--- config.mk ---
export PLATFORM = sky130hd
export DESIGN_NAME = telnet_rx_parser_negotiator
export DESIGN_NICKNAME = d
export VERILOG_FILES = /design/src/hw/rtl/tnrx_pkg.sv /design/src/hw/rtl/telnet_rx_parser_negotiator.sv
export SDC_FILE = /design/constraint.sdc
export NUM_CORES = 1
export LEC_CHECK = 0
export BUFFER_PORTS_ARGS = -buffer_cell sky130_fd_sc_hd__buf_2
export CAP_MARGIN = 20
export CORE_ASPECT_RATIO = 1.4
export CORE_UTILIZATION = 35
export DETAILED_ROUTE_END_ITERATION = 10
export GPL_TIMING_DRIVEN = 0
export PLACE_DENSITY_LB_ADDON = 0.3
export SYNTH_ARGS = -nofsm -noshare
export SYNTH_HDL_FRONTEND = slang
export SYNTH_SLANG_ARGS = --single-unit
--- constraint.sdc ---
create_clock -name clk -period 17.01 [get_ports clk]
set_input_delay 0 -clock clk [delete_from_list [all_inputs] [get_ports clk]]
set_output_delay 0 -clock clk [all_outputs]
set_load 0.05 [all_outputs]
--- src/hw/rtl/tnrx_pkg.sv ---
// Shared types and protocol constants for the telnet receive parser.
package tnrx_pkg;

  // Telnet command bytes
  localparam logic [7:0] B_SE   = 8'd240;
  localparam logic [7:0] B_SB   = 8'd250;
  localparam logic [7:0] B_WILL = 8'd251;
  localparam logic [7:0] B_WONT = 8'd252;
  localparam logic [7:0] B_DO   = 8'd253;
  localparam logic [7:0] B_DONT = 8'd254;
  localparam logic [7:0] B_IAC  = 8'd255;

  // Option codes
  localparam logic [7:0] OPTION_BINARY = 8'd0;
  localparam logic [7:0] OPTION_ECHO   = 8'd1;
  localparam logic [7:0] OPTION_SGA    = 8'd3;
  localparam logic [7:0] OPTION_TTYPE  = 8'd24;
  localparam logic [7:0] OPTION_NAWS   = 8'd31;

  // Terminal-type subcommands
  localparam logic [7:0] TT_IS   = 8'd0;
  localparam logic [7:0] TT_SEND = 8'd1;

  // Item opcodes
  localparam logic OP_RX_BYTE = 1'b0;
  localparam logic OP_SESSION = 1'b1;

  // Result destinations
  localparam logic DEST_HOST = 1'b0;
  localparam logic DEST_NET  = 1'b1;

  // Configuration register indexes
  localparam logic [1:0] CFG_TELNET_ENABLE = 2'd0;
  localparam logic [1:0] CFG_WINDOW_COLS   = 2'd1;
  localparam logic [1:0] CFG_WINDOW_ROWS   = 2'd2;
  localparam logic [1:0] CFG_TERMINAL_NAME = 2'd3;

  // Configuration reset values
  localparam logic        RST_TELNET_ENABLE = 1'b1;
  localparam logic [7:0]  RST_WINDOW_COLS   = 8'd80;
  localparam logic [7:0]  RST_WINDOW_ROWS   = 8'd24;
  localparam logic [31:0] RST_TERMINAL_NAME = 32'h616E_7369;

  // Longest burst of results caused by one item (session start)
  localparam int MAX_RESULTS = 18;
  localparam int CNT_W       = $clog2(MAX_RESULTS + 1);

  typedef struct packed {
    logic       opcode;
    logic [7:0] rx_byte;
  } in_t;

  typedef struct packed {
    logic       dest;
    logic [7:0] out_byte;
    logic       last;
  } out_t;

endpackage

--- src/hw/rtl/telnet_rx_parser_negotiator.sv ---
// Top level: telnet receive parser, option negotiator and reply sequencer.
// Usage:
//   in_valid/in_stall/in_data carry items: a network byte or a session-start
//   command. out_valid/out_stall/out_data carry result bytes, each tagged for
//   the host or the network, with last marking the final byte of an item.
//   cfg_valid/cfg_ready/cfg_index/cfg_data write the four settings; cfg_ready
//   is always high. Write settings only while the block is idle.
// Flow:
//   An accepted item is held in the input register, decoded in a single
//   pass and loaded into the result shifter, whose head byte drives out_*.
//   The result shifter holds up to 18 bytes and sends one per cycle while
//   out_stall is low; an item with N results holds the output until all
//   are sent. Items with one result (payload bytes) flow at one per cycle
//   while out_stall is low; items with no result never wait for the output.
// Stall:
//   While the receiver stalls, the current result holds and items without
//   results keep passing; the next item with results waits in the input
//   register and in_stall stays high until the shifter frees up.
// Reset: rst_n clears parse state, option bits and both pipeline slots, and
//   loads the setting defaults (telnet on, 80x24, name "ansi").
module telnet_rx_parser_negotiator (
  input  logic              clk,
  input  logic              rst_n,
  input  logic              in_valid,
  output logic              in_stall,
  input  tnrx_pkg::in_t     in_data,
  output logic              out_valid,
  input  logic              out_stall,
  output tnrx_pkg::out_t    out_data,
  input  logic              cfg_valid,
  output logic              cfg_ready,
  input  logic [1:0]        cfg_index,
  input  logic [31:0]       cfg_data
);

  // Parser state codes
  localparam logic [2:0] PS_DATA    = 3'd0;
  localparam logic [2:0] PS_IAC     = 3'd1;
  localparam logic [2:0] PS_OPT     = 3'd2;
  localparam logic [2:0] PS_SB_OPT  = 3'd3;
  localparam logic [2:0] PS_SB_DATA = 3'd4;
  localparam logic [2:0] PS_SB_IAC  = 3'd5;

  localparam int NRES = tnrx_pkg::MAX_RESULTS;
  localparam int CW   = tnrx_pkg::CNT_W;

  // ---------------------------------------------------------------- settings
  logic        tel_en_r;
  logic [7:0]  win_cols_r;
  logic [7:0]  win_rows_r;
  logic [31:0] term_name_r;

  assign cfg_ready = 1'b1;

  always_ff @(posedge clk) begin
    if (!rst_n) begin
      tel_en_r    <= tnrx_pkg::RST_TELNET_ENABLE;
      win_cols_r  <= tnrx_pkg::RST_WINDOW_COLS;
      win_rows_r  <= tnrx_pkg::RST_WINDOW_ROWS;
      term_name_r <= tnrx_pkg::RST_TERMINAL_NAME;
    end else if (cfg_valid && cfg_ready) begin
      unique case (cfg_index)
        tnrx_pkg::CFG_TELNET_ENABLE: tel_en_r    <= cfg_data[0];
        tnrx_pkg::CFG_WINDOW_COLS:   win_cols_r  <= cfg_data[7:0];
        tnrx_pkg::CFG_WINDOW_ROWS:   win_rows_r  <= cfg_data[7:0];
        tnrx_pkg::CFG_TERMINAL_NAME: term_name_r <= cfg_data;
        default: ;
      endcase
    end
  end

  // ---------------------------------------------------------- parser state
  logic [2:0] pstate_r, pstate_nxt;
  logic [7:0] verb_r, verb_nxt;
  logic [7:0] sub_opt_r, sub_opt_nxt;
  logic [7:0] sub_first_r, sub_first_nxt;
  logic       sub_has_r, sub_has_nxt;

  // Option bitmaps. Only options that can ever be accepted get storage; all
  // other bits of the 256-bit maps stay cleared and read as zero.
  //   remote: {SGA, ECHO, BINARY}
  //   local enabled / offered: {NAWS, TTYPE, SGA, BINARY}
  logic [2:0] rem_r, rem_nxt;
  logic [3:0] loc_r, loc_nxt;
  logic [3:0] off_r, off_nxt;

  // ---------------------------------------------------------- input register
  logic           item_vld_r;
  tnrx_pkg::in_t  item_r;
  logic           item_move;

  // ---------------------------------------------------------- result shifter
  logic [7:0]    buf_byte_r [NRES];
  logic          buf_dest_r;
  logic [CW-1:0] buf_cnt_r;
  logic          buf_take;
  logic          buf_free;

  // decoded results of the item in the input register
  logic [7:0]    res_b [NRES];
  logic          res_dest;
  logic [CW-1:0] res_cnt;

  // ---------------------------------------------------------- decode
  always_comb begin
    logic [7:0] b;
    logic [2:0] rsel;
    logic [3:0] lsel;
    logic       rem_get, loc_get, off_get;
    logic [7:0] win [9];

    b    = item_r.rx_byte;
    rsel = {b == tnrx_pkg::OPTION_SGA, b == tnrx_pkg::OPTION_ECHO,
            b == tnrx_pkg::OPTION_BINARY};
    lsel = {b == tnrx_pkg::OPTION_NAWS, b == tnrx_pkg::OPTION_TTYPE,
            b == tnrx_pkg::OPTION_SGA, b == tnrx_pkg::OPTION_BINARY};
    rem_get = |(rem_r & rsel);
    loc_get = |(loc_r & lsel);
    off_get = |(off_r & lsel);

    win[0] = tnrx_pkg::B_IAC;
    win[1] = tnrx_pkg::B_SB;
    win[2] = tnrx_pkg::OPTION_NAWS;
    win[3] = 8'd0;
    win[4] = win_cols_r;
    win[5] = 8'd0;
    win[6] = win_rows_r;
    win[7] = tnrx_pkg::B_IAC;
    win[8] = tnrx_pkg::B_SE;

    pstate_nxt    = pstate_r;
    verb_nxt      = verb_r;
    sub_opt_nxt   = sub_opt_r;
    sub_first_nxt = sub_first_r;
    sub_has_nxt   = sub_has_r;
    rem_nxt       = rem_r;
    loc_nxt       = loc_r;
    off_nxt       = off_r;
    res_dest      = tnrx_pkg::DEST_NET;
    res_cnt       = '0;
    for (int i = 0; i < NRES; i++) res_b[i] = 8'd0;

    if (item_r.opcode == tnrx_pkg::OP_SESSION) begin
      rem_nxt     = '0;
      loc_nxt     = '0;
      off_nxt     = '0;
      sub_has_nxt = 1'b0;
      pstate_nxt  = PS_DATA;
      if (tel_en_r) begin
        // all offers go out since the maps were just cleared
        off_nxt = 4'b1111;
        res_b[0]  = tnrx_pkg::B_IAC; res_b[1]  = tnrx_pkg::B_WILL;
        res_b[2]  = tnrx_pkg::OPTION_TTYPE;
        res_b[3]  = tnrx_pkg::B_IAC; res_b[4]  = tnrx_pkg::B_WILL;
        res_b[5]  = tnrx_pkg::OPTION_NAWS;
        res_b[6]  = tnrx_pkg::B_IAC; res_b[7]  = tnrx_pkg::B_WILL;
        res_b[8]  = tnrx_pkg::OPTION_SGA;
        res_b[9]  = tnrx_pkg::B_IAC; res_b[10] = tnrx_pkg::B_DO;
        res_b[11] = tnrx_pkg::OPTION_SGA;
        res_b[12] = tnrx_pkg::B_IAC; res_b[13] = tnrx_pkg::B_WILL;
        res_b[14] = tnrx_pkg::OPTION_BINARY;
        res_b[15] = tnrx_pkg::B_IAC; res_b[16] = tnrx_pkg::B_DO;
        res_b[17] = tnrx_pkg::OPTION_BINARY;
        res_cnt   = CW'(NRES);
      end
    end else if (!tel_en_r) begin
      res_dest = tnrx_pkg::DEST_HOST;
      res_b[0] = b;
      res_cnt  = CW'(1);
    end else begin
      unique case (pstate_r)
        PS_DATA: begin
          if (b == tnrx_pkg::B_IAC) begin
            pstate_nxt = PS_IAC;
          end else begin
            res_dest = tnrx_pkg::DEST_HOST;
            res_b[0] = b;
            res_cnt  = CW'(1);
          end
        end
        PS_IAC: begin
          if (b == tnrx_pkg::B_IAC) begin
            res_dest   = tnrx_pkg::DEST_HOST;
            res_b[0]   = tnrx_pkg::B_IAC;
            res_cnt    = CW'(1);
            pstate_nxt = PS_DATA;
          end else if (b == tnrx_pkg::B_WILL || b == tnrx_pkg::B_WONT ||
                       b == tnrx_pkg::B_DO || b == tnrx_pkg::B_DONT) begin
            verb_nxt   = b;
            pstate_nxt = PS_OPT;
          end else if (b == tnrx_pkg::B_SB) begin
            pstate_nxt = PS_SB_OPT;
          end else begin
            pstate_nxt = PS_DATA;   // standalone command, dropped
          end
        end
        PS_OPT: begin
          pstate_nxt = PS_DATA;
          res_b[0]   = tnrx_pkg::B_IAC;
          res_b[2]   = b;
          case (verb_r)
            tnrx_pkg::B_WILL: begin
              if (|rsel) begin
                if (!rem_get) begin
                  rem_nxt  = rem_r | rsel;
                  res_b[1] = tnrx_pkg::B_DO;
                  res_cnt  = CW'(3);
                end
              end else begin
                // refused; its remote bit is never set
                res_b[1] = tnrx_pkg::B_DONT;
                res_cnt  = CW'(3);
              end
            end
            tnrx_pkg::B_WONT: begin
              if (rem_get) begin
                rem_nxt  = rem_r & ~rsel;
                res_b[1] = tnrx_pkg::B_DONT;
                res_cnt  = CW'(3);
              end
            end
            tnrx_pkg::B_DO: begin
              if (|lsel) begin
                if (!loc_get) begin
                  loc_nxt = loc_r | lsel;
                  if (!off_get) begin
                    off_nxt  = off_r | lsel;
                    res_b[1] = tnrx_pkg::B_WILL;
                    res_cnt  = CW'(3);
                    if (b == tnrx_pkg::OPTION_NAWS) begin
                      for (int i = 0; i < 9; i++) res_b[i+3] = win[i];
                      res_cnt = CW'(12);
                    end
                  end else if (b == tnrx_pkg::OPTION_NAWS) begin
                    for (int i = 0; i < 9; i++) res_b[i] = win[i];
                    res_cnt = CW'(9);
                  end
                end
              end else begin
                res_b[1] = tnrx_pkg::B_WONT;
                res_cnt  = CW'(3);
              end
            end
            tnrx_pkg::B_DONT: begin
              if (loc_get) begin
                loc_nxt  = loc_r & ~lsel;
                res_b[1] = tnrx_pkg::B_WONT;
                res_cnt  = CW'(3);
              end
            end
            default: ;
          endcase
        end
        PS_SB_OPT: begin
          sub_opt_nxt = b;
          sub_has_nxt = 1'b0;
          pstate_nxt  = PS_SB_DATA;
        end
        PS_SB_DATA: begin
          if (b == tnrx_pkg::B_IAC) begin
            pstate_nxt = PS_SB_IAC;
          end else if (!sub_has_r) begin
            sub_first_nxt = b;
            sub_has_nxt   = 1'b1;
          end
        end
        PS_SB_IAC: begin
          if (b == tnrx_pkg::B_SE) begin
            pstate_nxt = PS_DATA;
            if (sub_opt_r == tnrx_pkg::OPTION_TTYPE && sub_has_r &&
                sub_first_r == tnrx_pkg::TT_SEND) begin
              res_b[0] = tnrx_pkg::B_IAC;
              res_b[1] = tnrx_pkg::B_SB;
              res_b[2] = tnrx_pkg::OPTION_TTYPE;
              res_b[3] = tnrx_pkg::TT_IS;
              res_b[4] = term_name_r[31:24];
              res_b[5] = term_name_r[23:16];
              res_b[6] = term_name_r[15:8];
              res_b[7] = term_name_r[7:0];
              res_b[8] = tnrx_pkg::B_IAC;
              res_b[9] = tnrx_pkg::B_SE;
              res_cnt  = CW'(10);
            end
          end else begin
            // escaped byte inside subnegotiation counts as data
            pstate_nxt = PS_SB_DATA;
            if (!sub_has_r) begin
              sub_first_nxt = b;
              sub_has_nxt   = 1'b1;
            end
          end
        end
        default: pstate_nxt = PS_DATA;
      endcase
    end
  end

  // ---------------------------------------------------------- flow control
  assign buf_take  = out_valid && !out_stall;
  assign buf_free  = (buf_cnt_r == '0) || (buf_take && buf_cnt_r == CW'(1));
  // items without results never wait on the output side
  assign item_move = item_vld_r && (buf_free || res_cnt == '0);
  assign in_stall  = item_vld_r && !item_move;

  always_ff @(posedge clk) begin
    if (!rst_n) begin
      item_vld_r <= 1'b0;
    end else if (in_valid && !in_stall) begin
      item_vld_r <= 1'b1;
    end else if (item_move) begin
      item_vld_r <= 1'b0;
    end
  end

  always_ff @(posedge clk) begin
    if (in_valid && !in_stall) begin
      item_r <= in_data;
    end
  end

  // state commits when the item leaves the input register
  always_ff @(posedge clk) begin
    if (!rst_n) begin
      pstate_r    <= PS_DATA;
      verb_r      <= 8'd0;
      sub_opt_r   <= 8'd0;
      sub_first_r <= 8'd0;
      sub_has_r   <= 1'b0;
      rem_r       <= '0;
      loc_r       <= '0;
      off_r       <= '0;
    end else if (item_move) begin
      pstate_r    <= pstate_nxt;
      verb_r      <= verb_nxt;
      sub_opt_r   <= sub_opt_nxt;
      sub_first_r <= sub_first_nxt;
      sub_has_r   <= sub_has_nxt;
      rem_r       <= rem_nxt;
      loc_r       <= loc_nxt;
      off_r       <= off_nxt;
    end
  end

  // ---------------------------------------------------------- result shifter
  always_ff @(posedge clk) begin
    if (!rst_n) begin
      buf_cnt_r <= '0;
    end else if (item_move && res_cnt != '0) begin
      buf_cnt_r <= res_cnt;
    end else if (buf_take) begin
      buf_cnt_r <= buf_cnt_r - CW'(1);
    end
  end

  always_ff @(posedge clk) begin
    if (item_move && res_cnt != '0) begin
      buf_dest_r <= res_dest;
      for (int i = 0; i < NRES; i++) buf_byte_r[i] <= res_b[i];
    end else if (buf_take) begin
      for (int i = 0; i < NRES - 1; i++) buf_byte_r[i] <= buf_byte_r[i+1];
      buf_byte_r[NRES-1] <= 8'd0;
    end
  end

  assign out_valid         = (buf_cnt_r != '0);
  assign out_data.dest     = buf_dest_r;
  assign out_data.out_byte = buf_byte_r[0];
  assign out_data.last     = (buf_cnt_r == CW'(1));

`ifndef NO_ASSERTIONS
  // an option is never enabled locally without having been offered
  a_loc_offered: assert property (@(posedge clk) disable iff (!rst_n)
    (loc_r & ~off_r) == 4'b0000)
    else $error("local option enabled without offer");

  // host-bound bytes are always single results
  a_host_single: assert property (@(posedge clk) disable iff (!rst_n)
    (out_valid && out_data.dest == tnrx_pkg::DEST_HOST) |-> out_data.last)
    else $error("host byte not marked last");

  // a session start with telnet on loads the full offer burst
  a_session_burst: assert property (@(posedge clk) disable iff (!rst_n)
    (item_move && item_r.opcode == tnrx_pkg::OP_SESSION && tel_en_r)
      |=> (buf_cnt_r == CW'(NRES)))
    else $error("session offers not loaded");

  // result count stays within the shifter
  a_cnt_range: assert property (@(posedge clk) disable iff (!rst_n)
    buf_cnt_r <= CW'(NRES))
    else $error("result count overflow");
`endif

endmodule
# After elaboration in Yosys (flattened, before gate mapping)
# Memories as Yosys holds them, arrays and structs flattened.
# Index checks and enable logic that the tools add are counted.
# W data, S select, Z words.
[classes]
addsub = 1
n_eq_ne = 40
muxes = 118
bitwise = 30
reduce_logical = 50
[op_table]
columns = ["op", "count"]
rows = [
  ["$mux W80", 4],
  ["$mux W8", 33],
  ["$mux W96", 2],
  ["$mux W144", 1],
  ["$pmux W72 S2", 1],
  ["$mux W48", 2],
  ["$eq A8 B8 Y1 const B", 11],
  ["$mux W88", 1],
  ["$mux W4", 18],
  ["$mux W72", 1],
  ["$mux W64", 1],
  ["$pmux W8 S4", 2],
  ["$mux W5", 8],
  ["$pmux W5 S4", 2],
  ["$mux W3", 11],
  ["$ne A3 B3 Y1 const B", 10],
  ["$eq A8 B5 Y1 const B", 3],
  ["$mux W24", 1],
  ["$reduce_and A7 Y1", 3],
  ["$or A1 B1 Y1", 18],
  ["$eq A8 B1 Y1 const B", 2],
  ["$mux W1", 16],
  ["$mux W16", 1],
  ["$pmux W8 S2", 1],
  ["39 further kinds", 86],
]
[totals]
reg_bits = 104
ram_bits = 144
in_bits = 48
output_inout_bits = 13
word_cells = 257
memories = 1
[mem_list]
columns = ["memory", "words", "width", "rd", "rd_ports_with_merged_regs", "write_ports", "line", "source"]
rows = [
  ["buf_byte_r", 18, 8, 18, 0, 18, "telnet_rx_parser_negotiator.sv:93", "logic [7:0] buf_byte_r [NRES];"],
]

# Logic depth before layout (Yosys ltp)
# Gate-level depths: netlist (run 1).
[depth]
word_depth = 18
ltp_mapped = 19
mapped_depth_nobuf = 15

# Worst setup path after synthesis (run 1)
# No wires, ideal clock.
[synth_timing]
path_kind = "register to register"
start = "register item_r[5] (netlist bit)"
end = "memory buf_byte_r[0][0] (enable)"
setup_time_ns = 0.934
arrival_time_ns = 5.077
t_required_ns = 16.076
path_slack_ns = 10.998
path_stages_with_launch = 18
path_buffers = 4
period_less_slack_ns = 6.012
cell_sequence = "edfxtp_1 > or3_1 > nor3_2 > inv_1 > o22ai_1 > a221o_1 > buf_2 > inv_2 > clkbuf_1 > ha_1 > inv_1 > o31ai_2 > a21oi_1 > o21a_1 > a21o_4 > buf_2 > buf_2 > nand2_1"
[synth_rtl]
columns = ["element", "line", "source"]
rows = [
  ["start, declared", "telnet_rx_parser_negotiator.sv:89", "tnrx_pkg::in_t item_r;"],
  ["start signal, assigned", "telnet_rx_parser_negotiator.sv:317", "item_r <= in_data;"],
  ["end, declared", "telnet_rx_parser_negotiator.sv:93", ""],
]

==> results.md, run 1 <==
- **count of nets left with antenna violations after detail routing** 0
- **proportion of synthesized area in mux cells** 0.0605
- **TritonCTS Buffers** 23
- **time the worst path needs with I/O delays and setup** 5.67 ns
- **count of unique library cells instantiated by Yosys** 74
- **starting density of the core** 0.356
- **share of the synthesized area in compound gates (AO/OA/AOI/OAI)** 0.159
- **skew final** 0.0234 ns
- **Register-to-Register Setup Slack** 11.34 ns
- **count of flip-flops with a built-in enable after synthesis** 110
- **FF+latch count, synth** 204
- **H-tree levels** 1
- **cell family with most CP delay** buffers and inverters
- **number of resized instances in the post-cts repair step** 0
- **horizontal die dimension** 142 um
- **Simple-Gate Fraction of Synth Area** 0.177
- **Final Hold Fails** 0
- **leakage power** 4.28 nW
- **Setup CP Type** flop to flop
- **WHS Path Cells** 2
- **maximum net fanout on the critical path** 72
- **combined buffer and inverter count along the critical path** 8
- **total congestion overflow after global routing** 0
- **Avg Vias per Cell** 5.18
- **DIE AREA** 28000 um2
- **Clk Tree Root Cell** sky130_fd_sc_hd__clkbuf_16
- **number of buffers between clock root and the deepest sink** 3
- **path type of the worst min-delay path** primary input to flop
- **critical path's slowest cell** sky130_fd_sc_hd__edfxtp_1
- **type of element launching the critical path** flop
- **maximum clock rate** 0.176 GHz
- **clock latency at the later pin of the worst-skew pair** 0.51 ns
- **top-level port count** 61
- **antenna cell count** 0
- **setup repair after global routing missed its margin** false
- **hold worst-path end** item_r[0]
- **net count after synthesis** 1027
- **cell taking the most area after synthesis** sky130_fd_sc_hd__edfxtp_1
- **chip height** 198 um
- **hold-fix buffers at CTS** 50
- **area added between synthesis and finish** 21.4%
- **largest vdd supply drop** 0.0947 mV
- **Synth Cell Area** 9570 um2
- **post-synthesis cell count** 973
- **Hold Crit Start** in_data[0]
- **remaining max-slew budget at the tightest pin** 0.294
- **pre-CTS WS** 11.43 ns
- **WL per Instance** 18.2 um
- **post-synthesis sequential area ratio** 0.542
- **number of placement rows** 71
- **number of global-route vias before repair** 7585
- **Final Wtd Congestion** 0.899
- **Post-synth top flop** sky130_fd_sc_hd__edfxtp_1
- **number of remaining DRC errors** 0
- **Pwr Density** 158 nW/um2
- **WP data arrival** 5.88 ns
- **category of the worst setup path capture point** flop
- **post-synthesis share of cell area spent on full adders, half adders and majority gates** 0.00784
- **R2R depth** 18
- **worst-path cell chain** or3_1 -> nor3_2 -> inv_1 -> o22ai_1 -> a221o_1 -> buf_2 -> inv_2 -> clkbuf_1 -> ha_1 -> inv_1 -> o31ai_2 -> a21oi_1 -> o21a_1 -> a21o_4 -> buf_2 -> buf_2 -> nand2_4 -> buf_16
- **post-CTS setup-driven buffer insertion count** 0
- **number of max-cap violations** 0
- **global-route usage over all layers** 0.197
- **number of antenna violations at the first check in global routing** 0
- **count of TritonRoute iterations in the first routing pass** 6
- **maximum number of pins on one net before global-route repair** 73
- **Reg2Reg Launch Point** item_r[5]
- **largest family of logic cells by synthesized area** simple AND/OR/NAND/NOR gates
- **Area contributors post-synth** sky130_fd_sc_hd__edfxtp_1 (35%), sky130_fd_sc_hd__dfxtp_1 (20%), sky130_fd_sc_hd__a21oi_1 (5.3%)
- **placeable core area** 26900 um2
- **Mapped Avg Cell Area** 9.84 um2
- **Num Clock Sinks** 204
- **fin. max-slew vios** 0
- **number of warnings issued by yosys** 0
- **count of routing violations after the opening detailed-route iteration** 488
- **cell repeated most along the worst path** sky130_fd_sc_hd__buf_2
- **IO Port Bufs** 59
- **Post-Route WL** 27100 um
- **outcome** completed
- **data required time of the critical path** 17.21 ns
- **clock slew seen by the registers of the worst setup and hold paths** 0.06 ns
- **vias** 7717
- **dpl hpwl** 19300 um
- **number of failing setup endpoints in the final timing report** 0
- **Fin Setup TNS** 0 ns
- **share of final-layout standard cells stronger than drive strength 1** 0.137
- **destination of the worst register-to-register timing path** buf_byte_r[0][51]
- **stage delay of the slowest cell on the critical path** 0.60 ns
- **Final #Nets** 1163
- **Tightest Pin Transition** 1.06 ns
- **clock tree from TritonCTS** built
- **area fraction of the dominant cell type after synthesis** 0.345
- **FFs w/ async S/R, synth** 0
- **min setup slack post-route** 11.34 ns
- **global-route wire length before repair** 42300 um
- **fraction of synthesized cell area in xor and xnor cells** 0.00366
- **Final Cycle Share** 0.334
layer usage:
layer,share of wire,global-route usage
met1,0.42,0.240
met5,0,0
met4,0.031,0.0769
met3,0.042,0.0223
met2,0.51,0.351
state kept, by name (all words and copies together), names as in the netlist, 3 cells and up:
name,cells
sub_opt_r,8
term_name_r,32
win_cols_r,8
buf_byte_r,100
item_r,9
rem_r,3
sub_first_r,8
off_r,4
pstate_r,3
verb_r,8
buf_cnt_r,5
loc_r,4
win_rows_r,8
synthesized netlist by cell type, types with 22 or more instances:
cell type and n:
sky130_fd_sc_hd__nor2_1 83, sky130_fd_sc_hd__a21oi_1 102, sky130_fd_sc_hd__nand3_1 42, sky130_fd_sc_hd__nand2_1 126, sky130_fd_sc_hd__mux2_1 22, sky130_fd_sc_hd__mux2i_1 32, sky130_fd_sc_hd__nor3_1 31, sky130_fd_sc_hd__clkbuf_1 38
sky130_fd_sc_hd__dfxtp_1 94, sky130_fd_sc_hd__o21ai_0 30, sky130_fd_sc_hd__edfxtp_1 110, sky130_fd_sc_hd__o21a_1 22, sky130_fd_sc_hd__inv_1 24
worst reg2reg max path: stages (launching register included):
cell                       delay [ns]
sky130_fd_sc_hd__edfxtp_1        0.60
sky130_fd_sc_hd__or3_1           0.49
sky130_fd_sc_hd__nor3_2          0.55
sky130_fd_sc_hd__inv_1           0.22
sky130_fd_sc_hd__o22ai_1         0.20
sky130_fd_sc_hd__a221o_1         0.12
sky130_fd_sc_hd__buf_2           0.28
sky130_fd_sc_hd__inv_2           0.06
sky130_fd_sc_hd__clkbuf_1        0.30
sky130_fd_sc_hd__ha_1            0.34
sky130_fd_sc_hd__inv_1           0.07
sky130_fd_sc_hd__o31ai_2         0.18
sky130_fd_sc_hd__a21oi_1         0.18
sky130_fd_sc_hd__o21a_1          0.33
sky130_fd_sc_hd__a21o_4          0.24
sky130_fd_sc_hd__buf_2           0.26
sky130_fd_sc_hd__buf_2           0.28
sky130_fd_sc_hd__nand2_4         0.28
sky130_fd_sc_hd__buf_16          0.37
how the worst max path moves through the flow:
stage               startpoint                end  slack, ns  cells after the start
floorplan            item_r[5]   buf_byte_r[0][0]      11.00                     17
CTS                  item_r[5]  buf_byte_r[0][56]      11.41                     18
finish               item_r[5]  buf_byte_r[0][51]      11.34                     18
global route         item_r[5]  buf_byte_r[0][57]      10.95                     18
global placement     item_r[5]  buf_byte_r[0][75]       8.93                     17
detailed placement   item_r[5]  buf_byte_r[0][59]      11.43                     18
layout by cell type, fill, tap and decap left out, types with 4 or more instances in the layout:
cell type,count
sky130_fd_sc_hd__ha_1,6
sky130_fd_sc_hd__o21ai_0,30
sky130_fd_sc_hd__nor3_2,5
sky130_fd_sc_hd__nand2b_1,7
sky130_fd_sc_hd__nand3_1,42
sky130_fd_sc_hd__mux2_1,22
sky130_fd_sc_hd__nor3_1,31
sky130_fd_sc_hd__dlygate4sd3_1,50
sky130_fd_sc_hd__nand2_1,125
sky130_fd_sc_hd__o31ai_1,5
sky130_fd_sc_hd__a21o_1,13
sky130_fd_sc_hd__clkbuf_16,23
sky130_fd_sc_hd__a211oi_1,8
sky130_fd_sc_hd__nor3b_1,5
sky130_fd_sc_hd__dfxtp_1,94
sky130_fd_sc_hd__mux2i_1,32
sky130_fd_sc_hd__and3_1,14
sky130_fd_sc_hd__nor2_1,83
sky130_fd_sc_hd__a31oi_1,7
sky130_fd_sc_hd__o21ai_1,19
sky130_fd_sc_hd__nand3b_1,5
sky130_fd_sc_hd__edfxtp_1,110
sky130_fd_sc_hd__o211ai_1,11
sky130_fd_sc_hd__clkbuf_1,45
sky130_fd_sc_hd__a2bb2oi_1,4
sky130_fd_sc_hd__or2_1,4
sky130_fd_sc_hd__o21a_1,22
sky130_fd_sc_hd__inv_1,24
sky130_fd_sc_hd__or2_2,4
sky130_fd_sc_hd__a21oi_1,102
sky130_fd_sc_hd__buf_2,74
sky130_fd_sc_hd__nand4_1,4
sky130_fd_sc_hd__and2_1,6
sky130_fd_sc_hd__buf_4,15
kinds of logic (layout without fill, tap and decap cells):
logic type | Yosys count | count (layout)
fa+ha+maj | 6 | 6
xor+xnor | 4 | 4
simple gates | 357 | 357
other cells | 1 | 1
compound gates | 245 | 245
flops | 204 | 204
buf+inv | 101 | 253
mux | 55 | 55
report_power, final:
part | internal, mW | switching, mW
clock network | 0.304 | 0.195
registers | 0.741 | 0.0490
logic | 0.183 | 0.365
total | 1.23 | 0.609
through the flow:
step            util  area [um2]  hold slack [ns]  power, mW  cells
2_1_floorplan      -        9570           0.0989       1.18    973
3_3_place_gp   0.384       10300            0.177       1.34   1397
3_5_place_dp   0.385       10400            0.178       1.34   1398
4_1_cts        0.432       11600            0.197       1.85   1489
5_1_grt        0.432       11600            0.209       1.93   1490
6_report       0.432       11600            0.207       1.84   1490
final cells by class:
cell class / count / area, um2
Clock buffer: 32 / 629
Fill cell: 2617 / 15300
Inverter: 27 / 103
Clock inverter: 9 / 126
Timing Repair Buffer: 111 / 831
Sequential cell: 204 / 5180
Multi-Input combinational cell: 668 / 3920
Tap cell: 365 / 457
Buffer: 74 / 373
(Power assumes the default switching activity.)
==> run 2, diff against run 1 <==
Settings changed: ABC_AREA set to 1.
Clock period 17.01 ns to 5.1 ns, I/O delays scaled along.
==> run 2 against run 1 <==
Compared with the run above: combinational power increased to 4.0 times the previous value; global-route usage decreased by 0.13 points; clock power increased to 3.3 times the previous value; design area increased by 5.8%; critical endpoint is now buf_byte_r[0][113]; die area increased by 6.9%; core utilization decreased by 0.17 points; fmax increased by 23%.
==> results.md, run 2 <==
- **outcome** completed
- **time the worst path needs with I/O delays and setup** 4.61 ns, -1.06 ns
- **worst-path cell chain** inv_1 -> nand2_1 -> nor2_1 -> nand2_1 -> o22ai_1 -> nor2_1 -> inv_1 -> buf_1 -> ha_1 -> o21bai_1 -> inv_1 -> nand3_1 -> nand2_1 -> nand3_2 -> nand3_2 -> buf_4 -> nand2_8 -> buf_16
- **Clk Tree Root Cell** sky130_fd_sc_hd__clkbuf_16
- **WP data arrival** 4.80 ns, -1.08 ns
- **cell internal pwr** 4.15 mW, +240%
- **Final #Nets** 1455, +25%
- **number of failing setup endpoints in the final timing report** 0, unchanged
- **stage delay of the slowest cell on the critical path** 0.59 ns, about the same
- **Synth Cell Area** 10200 um2, +7.0%
- **chip height** 204 um, +3.4%
- **largest register by flop count** buf_byte_r
- **area fraction of the dominant cell type after synthesis** 0.322, -0.0226
- **Num Clock Sinks** 204, unchanged
- **Mapped Avg Cell Area** 8.08 um2, -18%
- **commonest cells after routing, fill and taps aside** sky130_fd_sc_hd__nand2_1 (360), sky130_fd_sc_hd__nor2_1 (143), sky130_fd_sc_hd__inv_1 (131)
- **count of TritonRoute iterations in the first routing pass** 5, -1
- **TritonCTS Buffers** 23, unchanged
- **fin. max-slew vios** 0, unchanged
- **share of final-layout standard cells stronger than drive strength 1** 0.132, -0.00501
- **clock tree from TritonCTS** built
- **leakage power** 5.41 nW, +26%
- **largest vdd supply drop** 0.263 mV, +180%
- **IO Port Bufs** 59, unchanged
- **count of routing violations after the opening detailed-route iteration** 696, +43%
- **Hold Crit Start** in_data[5]
- **horizontal die dimension** 147 um, +3.4%
- **combinational power share** 0.337, +0.039
- **Post-synth top flop** sky130_fd_sc_hd__edfxtp_1
- **global-route wire length before repair** 45500 um, +7.5%
- **skew final** 0.0126 ns, -0.0108 ns
- **H-tree levels** 1, unchanged
- **largest registers ranked by flip-flop count** buf_byte_r (100), term_name_r (32), item_r (9)
- **cell family with most CP delay** simple AND/OR/NAND/NOR gates
- **number of buffers between clock root and the deepest sink** 3, unchanged
- **Post-Route WL** 28900 um, +6.6%
- **top-level port count** 61, unchanged
- **fraction of power consumed by sequential logic** 0.410, -0.020
- **Final Cycle Share** 0.905, +0.571
- **maximum net fanout on the critical path** 52, -28%
- **path type of the worst min-delay path** primary input to flop
- **starting density of the core** 0.358, +0.00271
- **combined buffer and inverter count along the critical path** 6, -2
- **number of placement rows** 73, +2.8%
- **Area contributors post-synth** sky130_fd_sc_hd__edfxtp_1 (32%), sky130_fd_sc_hd__dfxtp_1 (18%), sky130_fd_sc_hd__nand2_1 (13%)
- **number of remaining DRC errors** 0, unchanged
- **dpl hpwl** 21000 um, +8.5%
- **number of max-cap violations** 0, unchanged
- **remaining max-slew budget at the tightest pin** 0.408, +0.115
- **FFs w/ async S/R, synth** 0, unchanged
- **FF+latch count, synth** 204, unchanged
- **Tightest Pin Transition** 0.879 ns, -0.178 ns
- **data required time of the critical path** 5.29 ns, -11.92 ns
- **Fin Setup TNS** 0 ns, unchanged
- **area added between synthesis and finish** 20.0%
- **maximum number of pins on one net before global-route repair** 53, -27%
- **net count after synthesis** 1321, +29%
- **count of nets left with antenna violations after detail routing** 0, unchanged
- **power dissipated by switching net loads** 2.37 mW, +290%
- **Setup CP Type** flop to flop
- **most instantiated library cell after synthesis** sky130_fd_sc_hd__nand2_1
- **number of global-route vias before repair** 8530, +12%
- **clock slew seen by the registers of the worst setup and hold paths** 0.06 ns, about the same
- **Final Wtd Congestion** 0.922, +2.5%
- **critical path's slowest cell** sky130_fd_sc_hd__edfxtp_1
- **post-synthesis sequential area ratio** 0.506, -0.0355
- **Reg2Reg Launch Point** item_r[7]
- **antenna cell count** 0, unchanged
- **CP startpoint** item_r[7]
- **clock share of power** 0.253, -0.018
- **category of the worst setup path capture point** flop
- **number of warnings issued by yosys** 0, unchanged
- **Sw Share** 0.363, +0.0317
- **count of unique library cells instantiated by Yosys** 49, -34%
- **post-CTS setup-driven buffer insertion count** 0, unchanged
- **vias** 8897, +15%
- **top cell types by occurrence after synthesis** sky130_fd_sc_hd__nand2_1 (361), sky130_fd_sc_hd__nor2_1 (143), sky130_fd_sc_hd__inv_1 (131)
- **Avg Vias per Cell** 4.96, -4.2%
- **number of antenna violations at the first check in global routing** 0, unchanged
- **type of element launching the critical path** flop
- **clock latency at the later pin of the worst-skew pair** 0.52 ns, about the same
- **most frequent standard cell in the layout excluding fill and tap cells** sky130_fd_sc_hd__nand2_1
- **global-route usage over all layers** 0.195, -0.00131
- **max FFs per register** 100, unchanged
- **maximum clock rate** 0.217 GHz, +23%
- **WL per Instance** 16.1 um, -11%
- **placeable core area** 28600 um2, +6.2%
- **count of flip-flops with a built-in enable after synthesis** 110, unchanged
- **post-synthesis cell count** 1267, +30%
- **Pwr Density** 531 nW/um2, +240%
- **total congestion overflow after global routing** 0, unchanged
- **worst hold margin** 0.207 ns, +0.000338 ns
- **setup repair after global routing missed its margin** false
- **cell taking the most area after synthesis** sky130_fd_sc_hd__edfxtp_1
- **DIE AREA** 30000 um2, +6.9%
- **Final Hold Fails** 0, unchanged
==> run 2: changes by cell type in the layout (fill, tap and decap cells not counted), moves of 14 or more <==
cell                      before  now
sky130_fd_sc_hd__nand4_1       4   26
sky130_fd_sc_hd__nor2_1       83  143
sky130_fd_sc_hd__mux2_1       22    0
sky130_fd_sc_hd__o21ai_0      30   72
sky130_fd_sc_hd__nand2_1     125  360
sky130_fd_sc_hd__and3_1       14    0
sky130_fd_sc_hd__inv_1        24  131
sky130_fd_sc_hd__mux2i_1      32    1
sky130_fd_sc_hd__o21ai_2       0   24
sky130_fd_sc_hd__a21oi_1     102   49
sky130_fd_sc_hd__o21a_1       22    0
sky130_fd_sc_hd__nand3_1      42   75
sky130_fd_sc_hd__o21ai_1      19    1
sky130_fd_sc_hd__nor3_1       31   13
==> run 2: per-layer routing <==
| layer | wire length, um | share of wire | global-route usage |
|---|---|---|---|
| met1 | 12000 | 0.41 | 0.230 |
| met2 | 14600 | 0.50 | 0.356 |
| met3 | 1280 | 0.044 | 0.0183 |
| met4 | 1100 | 0.038 | 0.0893 |
| met5 | 0 | 0 | 0 |
==> run 2: power by group through the flow <==
| stage | clock network, mW | registers (mW) | logic (mW) |
|---|---|---|---|
| 6_report | 1.65 | 2.67 | 2.20 |
| 5_1_grt | 1.75 | 2.72 | 2.44 |
| 4_1_cts | 1.68 | 2.68 | 2.22 |
| 3_5_place_dp | 0 | 2.71 | 2.18 |
| 3_3_place_gp | 0 | 2.73 | 2.11 |
| 2_1_floorplan | 0 | 2.68 | 1.57 |
==> run 2: final cells by class <==
class | instances | area, um2
plain buffers | 70 | 434
multi-input cells | 853 | 4120
clock buffers | 33 | 674
well taps | 375 | 469
flip-flops and latches | 204 | 5180
repair buffers | 109 | 813
clock inverters | 9 | 77.6
fillers | 2877 | 16300
inverters | 140 | 526
==> run 2: cell families after synthesis <==
group                      synth area share
and+or+nand+nor                       0.272
buffers and inverters                0.0937
DFF                                   0.506
AOI/OAI and AO/OA                     0.118
adders and majority gates           0.00733
xor gates and xnor gates            0.00171
other                              0.000366
muxes                              0.000977
==> run 2: repair_timing <==
item                                   in CTS  in global routing
endpoints found under the hold margin      65                  0
gates resized for setup                     0                  1
hold buffers                               49                  0
setup endpoints to repair                   0                 29
==> run 2: worst paths after layout <==
kind                            depth (start not counted)  slack, ns            endpoint
worst max register to register                         18       0.49  buf_byte_r[0][113]
worst max-delay path                                   18       0.49  buf_byte_r[0][113]
worst min register to register                          2       0.45           verb_r[7]
worst min-delay path                                    2       0.21           item_r[5]
==> run 2: through the flow <==
step           setup slack (ns)  cell area (um2)  cells  power (mW)   util
2_1_floorplan             0.870            10200   1267        4.25      -
3_3_place_gp             -0.500            11000   1701        4.85  0.385
3_5_place_dp              0.408            11000   1702        4.89  0.386
4_1_cts                   0.396            12300   1793        6.58  0.430
5_1_grt                   0.245            12300   1793        6.91  0.430
6_report                  0.487            12300   1793        6.52  0.430
==> run 3, diff against run 2 <==
Settings changed: ABC_AREA 1 to unset, PLACE_DENSITY set to 0.57, PLACE_DENSITY_LB_ADDON 0.3 to unset.
==> run 3 against run 2 <==
Compared with the run above: sequential share of layout area rose by 2.0 points; sequential cell count did not move; non-clock buffer count up 9; count of clock-buffer cells in the layout down 4; register-to-register slack worse by 0.21 ns; critical path depth fell by 1; hold slack worse by 0.015 ns; global-route usage rose by 0.83 points; final cell count decreased by 17%; via count fell by 13%; fmax decreased by 4.3%; clock power is 6% higher; critical endpoint is now buf_byte_r[0][42].
==> results.md, run 3 (synthesis gave the netlist of run 1 again) <==
- **starting density of the core** 0.356, -0.00271
- **most frequent standard cell in the layout excluding fill and tap cells** sky130_fd_sc_hd__nand2_1
- **total congestion overflow after global routing** 0, unchanged
- **number of antenna violations at the first check in global routing** 0, unchanged
- **count of nets left with antenna violations after detail routing** 0, unchanged
- **Final Hold Fails** 0, unchanged
- **category of the worst setup path capture point** flop
- **chip height** 198 um, -3.3%
- **clock share of power** 0.279, +0.026
- **path type of the worst min-delay path** primary input to flop
- **maximum clock rate** 0.208 GHz, -4.3%
- **largest vdd supply drop** 0.273 mV, +3.7%
- **horizontal die dimension** 142 um, -3.3%
- **global-route usage over all layers** 0.204, +0.00830
- **Pwr Density** 534 nW/um2, +0.70%
- **clock tree from TritonCTS** built
- **fin. max-slew vios** 0, unchanged
- **share of final-layout standard cells stronger than drive strength 1** 0.149, +0.0169
- **DIE AREA** 28000 um2, -6.5%
- **Final Instance Count excl. Fillers** 1494, -17%
- **type of element launching the critical path** flop
- **Setup CP Type** flop to flop
- **number of remaining DRC errors** 0, unchanged
- **maximum net fanout on the critical path** 37, -29%
- **Avg Vias per Cell** 5.18, +4.5%
- **TritonCTS Buffers** 23, unchanged
- **time the worst path needs with I/O delays and setup** 4.82 ns, +0.205 ns
- **count of TritonRoute iterations in the first routing pass** 5, unchanged
- **Clk Tree Root Cell** sky130_fd_sc_hd__clkbuf_16
- **number of global-route vias before repair** 7721, -9.5%
- **IO Port Bufs** 59, unchanged
- **cell count after placement** 1399, -18%
- **WP data arrival** 5.09 ns, +0.29 ns
- **H-tree levels** 1, unchanged
- **power dissipated by switching net loads** 2.11 mW, -11%
- **Sw Share** 0.337, -0.0263
- **number of failing setup endpoints in the final timing report** 0, unchanged
- **Num Clock Sinks** 204, unchanged
- **placeable core area** 26900 um2, -5.8%
- **maximum number of pins on one net before global-route repair** 38, -28%
- **number of placement rows** 71, -2.7%
- **global-route wire length before repair** 43400 um, -4.6%
- **Tightest Pin Transition** 1.07 ns, +0.189 ns
- **Final #Nets** 1166, -20%
- **worst hold margin** 0.192 ns, -0.0149 ns
- **commonest cells after routing, fill and taps aside** sky130_fd_sc_hd__nand2_1 (125), sky130_fd_sc_hd__edfxtp_1 (110), sky130_fd_sc_hd__a21oi_1 (102)
- **number of max-cap violations** 0, unchanged
- **total power** 6.28 mW, -3.8%
- **clock slew seen by the registers of the worst setup and hold paths** 0.06 ns, about the same
- **remaining max-slew budget at the tightest pin** 0.286, -0.122
- **dpl hpwl** 19500 um, -6.9%
- **WL per Instance** 18.7 um, +16%
- **leakage power** 4.37 nW, -19%
- **count of routing violations after the opening detailed-route iteration** 535, -23%
- **max FFs per register** 100, unchanged
- **data required time of the critical path** 5.37 ns, +0.08 ns
- **number of buffers between clock root and the deepest sink** 3, unchanged
- **combinational power share** 0.303, -0.034
- **vias** 7745, -13%
- **Final Cycle Share** 0.945, +0.0402
- **clock latency at the later pin of the worst-skew pair** 0.53 ns, about the same
- **top-level port count** 61, unchanged
- **skew final** 0.0227 ns, +0.0101 ns
- **largest registers ranked by flip-flop count** buf_byte_r (100), term_name_r (32), item_r (9)
- **largest register by flop count** buf_byte_r
- **Final Wtd Congestion** 0.902, -2.2%
- **cell internal pwr** 4.16 mW, +0.20%
- **antenna cell count** 0, unchanged
- **outcome** completed
- **area added between synthesis and finish** 22.7%
- **setup repair after global routing missed its margin** false
- **fraction of power consumed by sequential logic** 0.418, +0.008
- **Post-Route WL** 27900 um, -3.4%
==> run 3: cell types whose count changed in the layout (fill, tap and decap cells not counted), moves of 33 or more <==
cell                      delta
sky130_fd_sc_hd__a21oi_1    +53
sky130_fd_sc_hd__inv_1     -107
sky130_fd_sc_hd__nand2_1   -235
sky130_fd_sc_hd__nand3_1    -33
sky130_fd_sc_hd__nor2_1     -60
sky130_fd_sc_hd__o21ai_0    -42
==> run 3: metal layers <==
| layer | vias up | GRT usage | wire length (um) |
|---|---|---|---|
| met2 | 258 | 0.357 | 13900 |
| met5 | - | 0 | 0 |
| met4 | 0 | 0.0956 | 1240 |
| met1 | 3664 | 0.246 | 11500 |
| li1 | 3760 | - | - |
| met3 | 63 | 0.0252 | 1290 |
==> run 3: worst max-delay path: stages (launching register included) <==
cell and delay, ns:
sky130_fd_sc_hd__edfxtp_1 0.54, sky130_fd_sc_hd__nor3_4 0.35, sky130_fd_sc_hd__and2_1 0.29, sky130_fd_sc_hd__nand3_1 0.20, sky130_fd_sc_hd__o22ai_1 0.19, sky130_fd_sc_hd__a221o_1 0.13, sky130_fd_sc_hd__buf_2 0.27, sky130_fd_sc_hd__inv_2 0.19
sky130_fd_sc_hd__ha_1 0.27, sky130_fd_sc_hd__inv_1 0.10, sky130_fd_sc_hd__o31ai_4 0.14, sky130_fd_sc_hd__a21oi_1 0.15, sky130_fd_sc_hd__o21a_1 0.30, sky130_fd_sc_hd__a21o_4 0.23, sky130_fd_sc_hd__buf_2 0.25, sky130_fd_sc_hd__buf_2 0.31
sky130_fd_sc_hd__nand2_8 0.21, sky130_fd_sc_hd__bufbuf_16 0.42
==> run 3: timing repair <==
action,4_1_cts,5_1_grt
endpoints found under the hold margin,62,0
pin swaps,1,0
gates cloned,1,0
gates resized for setup,3,1
setup endpoints to repair,113,37
setup buffers,4,0
hold buffers,48,0
==> run 3: worst paths after layout <==
kind	startpoint	to	slack, ns	cells after the start
setup / recovery	item_r[5]	buf_byte_r[0][42]	0.28	17
hold / removal	in_data[2]	item_r[2]	0.19	2
setup reg to reg	item_r[5]	buf_byte_r[0][42]	0.28	17
hold reg to reg	term_name_r[1]	term_name_r[1]	0.46	2
==> run 3: final cells by class <==
type	instances	area (um2)
Buffer	73	369
Clock buffer	29	661
Clock inverter	13	146
Fill cell	2613	15200
Inverter	27	103
Multi-Input combinational cell	668	3950
Sequential cell	204	5180
Tap cell	365	457
Timing Repair Buffer	115	878
==> run 3: power by group through the flow <==
stage          sequential [mW]  combinational [mW]  clock (mW)
2_1_floorplan             2.63                1.29           0
3_3_place_gp              2.70                1.74           0
3_5_place_dp              2.67                1.80           0
4_1_cts                   2.63                1.91        1.78
5_1_grt                   2.67                2.06        1.84
6_report                  2.63                1.90        1.75
==> run 3: through the flow <==
stage	setup WS, ns	area [um2]	util	TNS, ns
after global placement	-1.58	10300	0.384	-160.17
after CTS	0.216	11700	0.436	0
after floorplan	0.112	9570	-	0
final	0.281	11700	0.436	0
after detailed placement	-0.434	10400	0.385	-37.79
after global routing	0.000237	11700	0.436	0
